**src/sv/setsp_pkg.sv**
```systemverilog
package setsp_pkg;

   localparam int unsigned DIST_W  = 16;
   localparam int unsigned WIDTH_W = 8;
   localparam int unsigned PCNT_W  = 9;
   localparam int unsigned CSR_IDX_W = 2;

   // register indexes of the configuration port
   localparam logic [CSR_IDX_W-1:0] CSR_SERVO_A = 2'd0;
   localparam logic [CSR_IDX_W-1:0] CSR_SERVO_B = 2'd1;
   localparam logic [CSR_IDX_W-1:0] CSR_SERVO_C = 2'd2;
   localparam logic [CSR_IDX_W-1:0] CSR_RANGE   = 2'd3;

   // reset values of the registers
   localparam logic [WIDTH_W-1:0] SERVO_A_RESET = 8'd30;
   localparam logic [WIDTH_W-1:0] SERVO_B_RESET = 8'd31;
   localparam logic [WIDTH_W-1:0] SERVO_C_RESET = 8'd22;
   localparam logic [DIST_W-1:0]  RANGE_RESET   = 16'd600;

   localparam logic [DIST_W-1:0] COUNT_MAX = '1;

   typedef struct packed {
      logic [DIST_W-1:0] distance_ticks;
      logic              distance_updated;
      logic              measuring;
   } echo_result_type;

   typedef struct packed {
      logic [WIDTH_W-1:0] width_a;
      logic [WIDTH_W-1:0] width_b;
      logic [WIDTH_W-1:0] width_c;
   } servo_widths_type;

endpackage

```
**src/sv/setsp_echo_timer.sv**
```systemverilog
module setsp_echo_timer (
   input  logic                           clock,
   input  logic                           reset,
   input  logic                           step,
   input  logic                           echo_level,
   input  logic                           arm_request,
   input  logic [setsp_pkg::DIST_W-1:0]   range_limit,
   output setsp_pkg::echo_result_type     result
);

   logic                         armed_ff, armed_in;
   logic                         seen_ff, seen_in;
   logic [setsp_pkg::DIST_W-1:0] count_ff, count_in;
   logic [setsp_pkg::DIST_W-1:0] dist_ff, dist_in;
   logic                         updated;

   always_comb begin
      armed_in = armed_ff | arm_request;
      seen_in  = seen_ff;
      count_in = count_ff;
      dist_in  = dist_ff;
      updated  = 1'b0;
      if (armed_in) begin
         if (echo_level) begin
            seen_in = 1'b1;
         end else if (seen_ff) begin
            // falling edge ends the measurement
            seen_in  = 1'b0;
            armed_in = 1'b0;
            if (count_ff < range_limit) begin
               dist_in = count_ff;
               updated = 1'b1;
            end
            count_in = '0;
         end
         if (seen_in && (count_in != setsp_pkg::COUNT_MAX)) begin
            count_in = count_in + 1'b1;
         end
      end
   end

   always_ff @(posedge clock) begin
      if (reset) begin
         armed_ff <= 1'b0;
         seen_ff  <= 1'b0;
         count_ff <= '0;
         dist_ff  <= '0;
      end else if (step) begin
         armed_ff <= armed_in;
         seen_ff  <= seen_in;
         count_ff <= count_in;
         dist_ff  <= dist_in;
      end
   end

   assign result.distance_ticks   = dist_in;
   assign result.distance_updated = updated;
   assign result.measuring        = armed_in;

endmodule

```
**src/sv/setsp_servo_pwm.sv**
```systemverilog
module setsp_servo_pwm #(
   parameter int unsigned PWM_PERIOD = 400
) (
   input  logic                        clock,
   input  logic                        reset,
   input  logic                        step,
   input  setsp_pkg::servo_widths_type widths,
   output logic [2:0]                  levels
);

   localparam logic [setsp_pkg::PCNT_W-1:0] PERIOD_LAST =
      setsp_pkg::PCNT_W'(PWM_PERIOD);

   logic [setsp_pkg::PCNT_W-1:0] pcnt_ff, pcnt_in, pcnt_inc;
   logic [2:0]                   levels_ff, levels_in;
   logic                         wrap;

   always_comb begin
      pcnt_inc  = pcnt_ff + 1'b1;
      wrap      = (pcnt_inc == PERIOD_LAST);
      pcnt_in   = wrap ? '0 : pcnt_inc;
      levels_in = wrap ? 3'b111 : levels_ff;
      if (pcnt_in == {1'b0, widths.width_a}) levels_in[0] = 1'b0;
      if (pcnt_in == {1'b0, widths.width_b}) levels_in[1] = 1'b0;
      if (pcnt_in == {1'b0, widths.width_c}) levels_in[2] = 1'b0;
   end

   always_ff @(posedge clock) begin
      if (reset) begin
         pcnt_ff   <= '0;
         levels_ff <= '0;
      end else if (step) begin
         pcnt_ff   <= pcnt_in;
         levels_ff <= levels_in;
      end
   end

   assign levels = levels_in;

`ifndef SYNTH
   // the period counter stays inside one period
   a_pcnt_range: assert property (@(posedge clock) disable iff (reset)
      pcnt_ff < PERIOD_LAST)
      else $error("pwm period counter out of range");
`endif

endmodule

```
**src/sv/sonar_echo_timer_servo_pwm_unit.sv**
```systemverilog
// sonar echo timer with three servo pwm outputs
//
// one req word is one timer tick: the sampled echo pin and an arm flag that
// marks a trigger pulse just sent. each req word yields exactly one rsp word
// with the three servo levels, the last accepted distance in ticks, a flag
// for a freshly captured distance and the still-measuring flag.
// a req word passes through the input register and then the result
// register before it is presented on rsp; a word can be accepted every
// cycle while req_stall is low.
// the tick logic is a single pass of counters and compares between them.
// req_stall rises only while both the input register and the result
// register are full and rsp_stall is high; the rsp word then holds.
// csr writes (csr_write_en, csr_index, csr_wdata) take effect at the edge
// and are meant for when the block is idle.
// reset (synchronous, active high) disarms the measurement, clears the
// pulse counter, distance, pwm counter, pwm levels and the valid flags,
// and reloads the register defaults; the rsp servo outputs are not reset.
module sonar_echo_timer_servo_pwm_unit #(
   parameter int unsigned PWM_PERIOD = 400
) (
   input  logic                              clock,
   input  logic                              reset,
   // tick input
   input  logic                              req_valid,
   output logic                              req_stall,
   input  logic                              req_echo_level,
   input  logic                              req_arm_request,
   // result output
   output logic                              rsp_valid,
   input  logic                              rsp_stall,
   output logic                              rsp_servo_a_out,
   output logic                              rsp_servo_b_out,
   output logic                              rsp_servo_c_out,
   output logic [setsp_pkg::DIST_W-1:0]      rsp_distance_ticks,
   output logic                              rsp_distance_updated,
   output logic                              rsp_measuring,
   // register write port
   input  logic                              csr_write_en,
   input  logic [setsp_pkg::CSR_IDX_W-1:0]   csr_index,
   input  logic [setsp_pkg::DIST_W-1:0]      csr_wdata
);

   // configuration registers
   setsp_pkg::servo_widths_type  widths_ff;
   logic [setsp_pkg::DIST_W-1:0] range_ff;

   always_ff @(posedge clock) begin
      if (reset) begin
         widths_ff.width_a <= setsp_pkg::SERVO_A_RESET;
         widths_ff.width_b <= setsp_pkg::SERVO_B_RESET;
         widths_ff.width_c <= setsp_pkg::SERVO_C_RESET;
         range_ff          <= setsp_pkg::RANGE_RESET;
      end else if (csr_write_en) begin
         unique case (csr_index)
            setsp_pkg::CSR_SERVO_A: widths_ff.width_a <= csr_wdata[setsp_pkg::WIDTH_W-1:0];
            setsp_pkg::CSR_SERVO_B: widths_ff.width_b <= csr_wdata[setsp_pkg::WIDTH_W-1:0];
            setsp_pkg::CSR_SERVO_C: widths_ff.width_c <= csr_wdata[setsp_pkg::WIDTH_W-1:0];
            setsp_pkg::CSR_RANGE:   range_ff          <= csr_wdata;
            default: ;
         endcase
      end
   end

   // handshake: the tick advances from the input register into the
   // result register whenever the result register is free or being taken
   logic in_valid_ff;
   logic in_echo_ff;
   logic in_arm_ff;
   logic out_valid_ff;
   logic out_free;
   logic advance;
   logic req_take;

   assign out_free  = !out_valid_ff || !rsp_stall;
   assign advance   = in_valid_ff && out_free;
   assign req_stall = in_valid_ff && !out_free;
   assign req_take  = req_valid && !req_stall;

   always_ff @(posedge clock) begin
      if (reset) begin
         in_valid_ff <= 1'b0;
      end else if (req_take) begin
         in_valid_ff <= 1'b1;
      end else if (advance) begin
         in_valid_ff <= 1'b0;
      end
   end

   always_ff @(posedge clock) begin
      if (req_take) begin
         in_echo_ff <= req_echo_level;
         in_arm_ff  <= req_arm_request;
      end
   end

   // tick logic, state moves only when a tick advances
   setsp_pkg::echo_result_type echo_res;
   logic [2:0]                 servo_levels;

   setsp_echo_timer u_echo (
      .clock       (clock),
      .reset       (reset),
      .step        (advance),
      .echo_level  (in_echo_ff),
      .arm_request (in_arm_ff),
      .range_limit (range_ff),
      .result      (echo_res)
   );

   setsp_servo_pwm #(
      .PWM_PERIOD (PWM_PERIOD)
   ) u_pwm (
      .clock  (clock),
      .reset  (reset),
      .step   (advance),
      .widths (widths_ff),
      .levels (servo_levels)
   );

   // result register
   setsp_pkg::echo_result_type out_echo_ff;
   logic [2:0]                 out_levels_ff;

   always_ff @(posedge clock) begin
      if (reset) begin
         out_valid_ff <= 1'b0;
      end else if (advance) begin
         out_valid_ff <= 1'b1;
      end else if (!rsp_stall) begin
         out_valid_ff <= 1'b0;
      end
   end

   always_ff @(posedge clock) begin
      if (advance) begin
         out_echo_ff   <= echo_res;
         out_levels_ff <= servo_levels;
      end
   end

   assign rsp_valid            = out_valid_ff;
   assign rsp_servo_a_out      = out_levels_ff[0];
   assign rsp_servo_b_out      = out_levels_ff[1];
   assign rsp_servo_c_out      = out_levels_ff[2];
   assign rsp_distance_ticks   = out_echo_ff.distance_ticks;
   assign rsp_distance_updated = out_echo_ff.distance_updated;
   assign rsp_measuring        = out_echo_ff.measuring;

`ifndef SYNTH
   // a captured distance always ends the measurement
   a_update_disarms: assert property (@(posedge clock) disable iff (reset)
      out_valid_ff && out_echo_ff.distance_updated |-> !out_echo_ff.measuring)
      else $error("distance captured while still measuring");

   // input is held back only when the result register is full and stalled
   a_stall_cause: assert property (@(posedge clock) disable iff (reset)
      req_stall |-> out_valid_ff && rsp_stall && in_valid_ff)
      else $error("input stalled without a stalled result");

   // an advancing tick always lands in the result register
   a_advance_lands: assert property (@(posedge clock) disable iff (reset)
      advance |=> out_valid_ff)
      else $error("tick lost between input and result register");

   // a captured distance is reported in that word and lies below the range limit
   a_update_value: assert property (@(posedge clock) disable iff (reset)
      advance && echo_res.distance_updated |=>
         out_echo_ff.distance_updated && out_echo_ff.distance_ticks < $past(range_ff))
      else $error("captured distance not below range limit");
`endif

endmodule
```
**config.mk**
```make
export PLATFORM = sky130hd
export DESIGN_NAME = sonar_echo_timer_servo_pwm_unit
export DESIGN_NICKNAME = d
export VERILOG_FILES = /design/src/sv/setsp_pkg.sv /design/src/sv/setsp_echo_timer.sv /design/src/sv/setsp_servo_pwm.sv /design/src/sv/sonar_echo_timer_servo_pwm_unit.sv
export SDC_FILE = /design/constraint.sdc
export NUM_CORES = 1
export LEC_CHECK = 0
export ABC_CLOCK_PERIOD_IN_PS = 3000
export BUFFER_PORTS_ARGS = -buffer_cell sky130_fd_sc_hd__buf_2
export CORE_ASPECT_RATIO = 1.4
export CORE_UTILIZATION = 50
export CTS_BUF_LIST = sky130_fd_sc_hd__clkbuf_4 sky130_fd_sc_hd__clkbuf_8 sky130_fd_sc_hd__clkbuf_16
export DETAILED_ROUTE_END_ITERATION = 16
export GPL_ROUTABILITY_DRIVEN = 0
export PLACE_DENSITY = 0.7
export SETUP_SLACK_MARGIN = 0.2
export SLEW_MARGIN = 0
export SYNTH_ARGS = -nofsm -noshare
export SYNTH_HDL_FRONTEND = slang
export SYNTH_SLANG_ARGS = --single-unit
```
**constraint.sdc**
```tcl
create_clock -name clock -period 3 [get_ports clock]
set_input_delay 0.45 -clock clock [delete_from_list [all_inputs] [get_ports clock]]
set_output_delay 0.45 -clock clock [all_outputs]
set_load 0.02 [all_outputs]
```
==> flow_summary_export.csv, run 1 <==
group,metric,value,unit
drt,wl_per_cell,15.6,um
timing,rsz0062_at_grt,"false",
drt,wl_met1,4970,um
clock_tree,cts_made_buffers,9,
critical_path,critical_path.max_fanout,9,
global_route,grt_antenna_before_repair,0,
clock_tree,cts_num_sinks,111,
yosys,syn_nets,655,
global_route,grt_usage,23.0,%
drt,top_layer,"met4",
yosys,synth_seq_area_share,44.5,%
yosys,synth_ff_type,"dfxtp_1",
critical_path,worstPathRequired,3.06,ns
die,chipWidth,90.7,um
pwr,p_leak,0.00250,uW
die,ioPinCount,48,
timing,relSlewSlack,52.5,%
timing,worstMarginPinSlew,0.707,ns
critical_path,cp_num_buf_inv,0,
global_route,grt-ovfl-total,0,
placed_design,place_area,0.00589,mm^2
critical_path,endpoint_kind,"flop",
timing,fin_skew,0.00689,ns
die,rows,45,
yosys,syn_area,0.00551,mm^2
yosys,yosysUniqueCellTypes,62,
yosys,postSynthCellCount,613,
timing,setup_violations,0,
die,core-area,0.0108,mm^2
critical_path,cp.arrival,2.81,ns
layout,antenna_cells,0,
layout,nets,694,
critical_path,crit_path_top_delay_cell,"nor4_1",
clock_tree,clockRootBuffer,"clkbuf_16",
critical_path,cp_cell_sequence,"nand3_4 > or3_4 > a221oi_4 > a31oi_1 > nor4_1 > a31oi_1",
drt,met2WireLength,6670,um
clock_tree,cts_tree,"done",
drt,wl_met3,335,um
drt,viasPerCell,5.49,
global_route,grt_pass1_wl,20900,um
yosys,ys_warn_count,0,
drt,drt_first_pass_iters,4,
clock_tree,cts_max_path_buffers,2,
drt,drt_iter0_markers,193,
drt,ant_nets,0,
timing,slew_violations,0,
die,dieArea,0.0114,mm^2
clock_tree,path_clk_slew,0.07,ns
timing,final.setup.tns,0,ns
timing,hold_viol_final,0,
timing,period_minus_slack,2.74,ns
clock_tree,htreeDepth,3,
die,initial_utilization,50.9,%
layout,design_area,0.00624,mm^2
layout,syn_to_final_growth,13.2,%
job,drv_cap,0,
global_route,grt_max_degree,89,
timing,finalCritPeriodShare,91.4,%
drt,routed_wl,12500,um
drt,vias,4378,
yosys,synth_edf_count,23,
yosys,syn-mean-instance-area,8.98,um^2
placed_design,port_buffers,47,
critical_path,crit_path_max_incr_delay,0.57,ns
layout,layout_commonest_cell,"nand2_1",
placed_design,hpwl,8990,um
run_status,status,"finished clean",
min_path,min_path_type,"in -> reg",
timing,fmax,365,MHz
critical_path,critPathKind,"reg -> reg",
layout,layout_common_cells,"nand2_1 (91), dfxtp_1 (87), nor2_1 (73)",
pwr,powerDensity,495,mW/mm^2
critical_path,path_delay_family,"simple AND/OR/NAND/NOR gates",
global_route,grt_pass1_vias,4390,
layout,drive_above_1_share,16.6,%
critical_path,start_kind,"flop",
pwr,vdd_drop_max,0.000273,V
clock_tree,clkLatencyLatePin,0.35,ns
die,fp.dieH,126,um
critical_path,cpMostUsedCell,"a31oi_1",
yosys,synth_seq_cells,111,
drt,drc_errors,0,
yosys,async_reset_ff_share,0,%
==> metrics by stage <==
| stage | utilization, % | cells | setup slack (ns) | hold WS [ns] | power (uW) |
|---|---|---|---|---|---|
| final | 57.7 | 798 | 0.258 | 0.283 | 3090 |
| after global routing | 57.7 | 798 | 0.216 | 0.275 | 3200 |
| after CTS | 57.5 | 797 | 0.244 | 0.276 | 3110 |
| after detailed placement | 54.5 | 781 | 0.173 | 0.447 | 1830 |
| after global placement | 54.5 | 781 | 0.320 | 0.445 | 1820 |
| after floorplan | - | 613 | 0.430 | 0.436 | 1750 |
==> layer usage <==
metal | global-route usage, % | vias up
li1 | - | 2202
met1 | 25.0 | 2052
met2 | 42.3 | 92
met3 | 3.50 | 32
met4 | 12.5 | 0
met5 | 0 | -
==> cell usage after synthesis, types with 14 or more instances <==
library cell / count / area [um^2]
nand3_1: 19 / 95.1
clkbuf_1: 23 / 86.3
edfxtp_1: 23 / 691
nor2_1: 73 / 274
dfxtp_1: 88 / 1760
ha_1: 17 / 213
inv_1: 27 / 101
xor2_1: 19 / 166
nand2_1: 91 / 342
xnor2_1: 15 / 131
nor3_1: 14 / 70.1
mux2_2: 15 / 169
a21oi_1: 44 / 220
mux2i_1: 22 / 220
==> kinds of logic after synthesis <==
group,share of synthesized area [%]
and+or+nand+nor,22.1
xor gates and xnor gates,5.84
buffers and inverters,4.36
adders and majority gates,3.86
muxes,7.06
AOI/OAI and AO/OA,12.2
DFF,44.5
==> layout make-up <==
cell class / count / area, um^2
multi-input combinational: 443 / 2830
inverter: 27 / 101
clock buffer: 11 / 246
sequential: 111 / 2450
clock inverter: 5 / 81.3
tap: 141 / 176
fill: 996 / 4570
timing repair buffer: 60 / 345
==> report_power, final <==
part | leakage [uW] | internal [uW] | switching, uW | total, uW
Sequential | 0.000925 | 1560 | 27.1 | 1590
Combinational | 0.00141 | 74.8 | 132 | 207
Clock | 0.000159 | 764 | 525 | 1290
==> sequential cells by signal (all words and copies together), names as in the netlist <==
signal,cells
widths_ff,24
range_ff,16
rsp_distance_ticks,16
u_echo.count_ff,16
u_echo.dist_ff,16
u_pwm.pcnt_ff,9
out_levels_ff,3
u_pwm.levels_ff,3
in_arm_ff,1
in_echo_ff,1
in_valid_ff,1
rsp_distance_updated,1
rsp_measuring,1
rsp_valid,1
u_echo.armed_ff,1
u_echo.seen_ff,1
==> path summary, 6_finish.rpt <==
| path | startpoint | end | slack, ns | cells after the start |
|---|---|---|---|---|
| hold / removal | req_arm_request | in_arm_ff$_DFFE_PP_ | 0.28 | 1 |
| hold reg to reg | range_ff[15]$_SDFFE_PP0P_ | range_ff[15]$_SDFFE_PP0P_ | 0.46 | 2 |
| setup reg to reg | u_pwm.pcnt_ff[3]$_SDFFE_PP0P_ | out_levels_ff[0]$_DFFE_PP_ | 0.26 | 6 |
| setup / recovery | u_pwm.pcnt_ff[3]$_SDFFE_PP0P_ | out_levels_ff[0]$_DFFE_PP_ | 0.26 | 6 |
==> repair_timing <==
| item | in CTS | in global routing |
|---|---|---|
| gates cloned | 0 | 0 |
| endpoints found under the hold margin | 0 | 0 |
| gates resized for setup | 1 | 3 |
| pin swaps | 0 | 1 |
| setup buffers | 0 | 1 |
| hold buffers | 0 | 0 |
| setup endpoints to repair | 1 | 23 |
==> worst reg2reg max path, cell delays in order (launching register included) <==
cell and delay (ns):
dfxtp_1 0.55, nand3_4 0.18, or3_4 0.43, a221oi_4 0.38
a31oi_1 0.18, nor4_1 0.57, a31oi_1 0.17
(Power assumes the default switching activity.)
==> inputs of run 2 (changes only) <==
CORE_UTILIZATION = 48   (was 50)
PLACE_DENSITY = 0.67   (was 0.7)
==> run 2 against run 1 <==
  * Sequential share of layout area fell by 0.052 points
  * Die area rose by 4.1%
  * Clock skew barely moved
  * Largest power group unchanged
  * Critical endpoint is now u_echo.count_ff[15]$_SDFFE_PP0P_
  * Routed wire length barely moved
  * Global-route usage fell by 0.30 points
  * First-iteration DRC count fell by 16%
  * Total power rose by 0.28%
  * Worst setup slack improved by 0.096 ns
  * Clock power barely moved
  * Critical path depth rose by 4
  * Core utilization fell by 0.84 points
  * Via count rose by 1.1%
==> flow_summary_export.csv, run 2 (synthesis gave the netlist of run 1 again) <==
group,metric,value,unit
placed_design,preCtsSetupSlack,0.310,ns
critical_path,crit_path_top_delay_cell,"a2111o_1",
clock_tree,htreeDepth,3,
critical_path,r2r_end,"u_echo.count_ff[15]$_SDFFE_PP0P_",
layout,largest_reg_flops,24,
critical_path,cp_cell_sequence,"nand2b_1 > and2_1 > ha_1 > nand3_1 > or2_2 > nor3b_1 > a2111o_1 > nor3_4 > a31oi_1 > a311oi_1",
min_path,min_path_type,"in -> reg",
global_route,grt_max_degree,89,
layout,layout_common_cells,"nand2_1 (91), dfxtp_1 (88), nor2_1 (73)",
timing,final.setup.tns,0,ns
critical_path,critical_path.max_fanout,5,
pwr,p_int,2390,uW
min_path,min_to,"in_echo_ff$_DFFE_PP_",
global_route,grt_pass1_wl,21100,um
layout,antenna_cells,0,
die,dieArea,0.0119,mm^2
clock_tree,cts_hold_buf,0,
drt,vias,4426,
critical_path,start_kind,"flop",
drt,viasPerCell,5.54,
pwr,p_clk_share,41.9,%
drt,drt_first_pass_iters,5,
clock_tree,postCtsResizedCells,0,
drt,top_layer,"met4",
drt,drt_iter0_markers,163,
placed_design,dp.cells,783,
layout,regMostFlops,"widths_ff",
die,chipWidth,92.5,um
critical_path,r2r_start,"in_echo_ff$_DFFE_PP_",
global_route,grt_pass1_vias,4371,
timing,setup_violations,0,
min_path,holdPathStages,1,
die,fp.dieH,129,um
pwr,p_leak,0.00251,uW
die,rows,45,
drt,ant_nets,0,
placed_design,port_buffers,47,
critical_path,worstPathRequired,3.25,ns
pwr,pwr-share-seq,51.4,%
drt,met2WireLength,6520,um
timing,fin_skew,0.00738,ns
clock_tree,cts_num_sinks,111,
pwr,combPwrFrac,6.7,%
timing,relSlewSlack,55.2,%
critical_path,critPathKind,"reg -> reg",
clock_tree,clockRootBuffer,"clkbuf_16",
clock_tree,path_clk_slew,0.07,ns
timing,slew_violations,0,
clock_tree,clkLatencyLatePin,0.35,ns
pwr,powerDensity,496,mW/mm^2
timing,rsz0062_at_grt,"false",
timing,hold_viol_final,0,
pwr,p_sw,706,uW
critical_path,crit_path_max_incr_delay,0.52,ns
clock_tree,cts_made_buffers,9,
layout,fillers,1034,
global_route,grt_antenna_before_repair,0,
die,initial_utilization,50.2,%
drt,drc_errors,0,
critical_path,r2r_setup_slack,0.35,ns
critical_path,rr_worst_depth,10,
min_path,hp-start,"req_echo_level",
timing,worstMarginPinSlew,0.670,ns
drt,routed_wl,12500,um
layout,design_area,0.00624,mm^2
layout,drive_above_1_share,16.4,%
drt,wl_met1,4920,um
die,core-area,0.0110,mm^2
timing,fin_ws,0.354,ns
critical_path,endpoint_kind,"flop",
timing,period_minus_slack,2.65,ns
die,ioPinCount,48,
clock_tree,cts_max_path_buffers,2,
layout,ff_latch_area,0.00245,mm^2
layout,layout_commonest_cell,"nand2_1",
drt,wl_per_cell,15.6,um
global_route,grt_usage,22.7,%
layout,syn_to_final_growth,13.3,%
timing,fmax,378,MHz
pwr,netSwitchingFraction,22.8,%
drt,wl_met3,399,um
job,drv_cap,0,
layout,fin_cells,799,
layout,nets,695,
global_route,grt-ovfl-total,0,
timing,finalCritPeriodShare,88.2,%
clock_tree,postCtsSetupBuffers,0,
pwr,vdd_drop_max,0.000302,V
critical_path,cp.arrival,2.90,ns
placed_design,hpwl,9130,um
run_status,status,"finished clean",
clock_tree,cts_tree,"done",
layout,multi_input_area,0.00283,mm^2
placed_design,place_area,0.00590,mm^2
[run 2: metal layers]
metal,vias up,GRT usage [%]
met3,30,4.08
met2,96,40.5
met1,2096,25.0
met5,-,0
met4,0,13.4
li1,2204,-
[run 2: metrics by stage]
| stage | power, uW | util, % | hold WS, ns |
|---|---|---|---|
| final | 3090 | 56.9 | 0.284 |
| after floorplan | 1750 | - | 0.436 |
| after detailed placement | 1830 | 53.8 | 0.451 |
| after global routing | 3210 | 56.9 | 0.268 |
| after CTS | 3130 | 56.8 | 0.273 |
| after global placement | 1830 | 53.8 | 0.446 |
[run 2: area by class of cell]
| class | instances | area share [%] |
|---|---|---|
| multi-input combinational | 443 | 45.3 |
| sequential | 111 | 39.3 |
| timing repair buffer | 61 | 5.65 |
| clock buffer | 11 | 4.41 |
| tap | 141 | 2.83 |
| inverter | 27 | 1.62 |
| clock inverter | 5 | 0.902 |
[run 2: worst max-delay path, delay by kind of cell (launching register included)]
kind,cells,cell delay (ns)
and+or+nand+nor,6,0.96
AOI/OAI and AO/OA,3,0.91
DFF,1,0.45
adders and majority gates,1,0.22
[run 2: how the worst max path moves through the flow]
stage | startpoint | to
2_1_floorplan | u_echo.count_ff[10]$_SDFFE_PP0P_ | rsp_distance_ticks[3]$_DFFE_PP_
3_3_place_gp | u_pwm.pcnt_ff[3]$_SDFFE_PP0P_ | out_levels_ff[2]$_DFFE_PP_
3_5_place_dp | u_pwm.pcnt_ff[3]$_SDFFE_PP0P_ | u_pwm.levels_ff[0]$_SDFFE_PP0P_
4_1_cts | u_pwm.pcnt_ff[3]$_SDFFE_PP0P_ | u_pwm.levels_ff[0]$_SDFFE_PP0P_
5_1_grt | in_echo_ff$_DFFE_PP_ | u_echo.count_ff[15]$_SDFFE_PP0P_
6_report | in_echo_ff$_DFFE_PP_ | u_echo.count_ff[15]$_SDFFE_PP0P_
[run 2: power by group through the flow]
stage	logic, uW	registers, uW	clock network (uW)
floorplan	118	1630	0
global route	233	1590	1380
detailed placement	208	1620	0
global placement	204	1620	0
CTS	209	1590	1330
finish	208	1590	1300
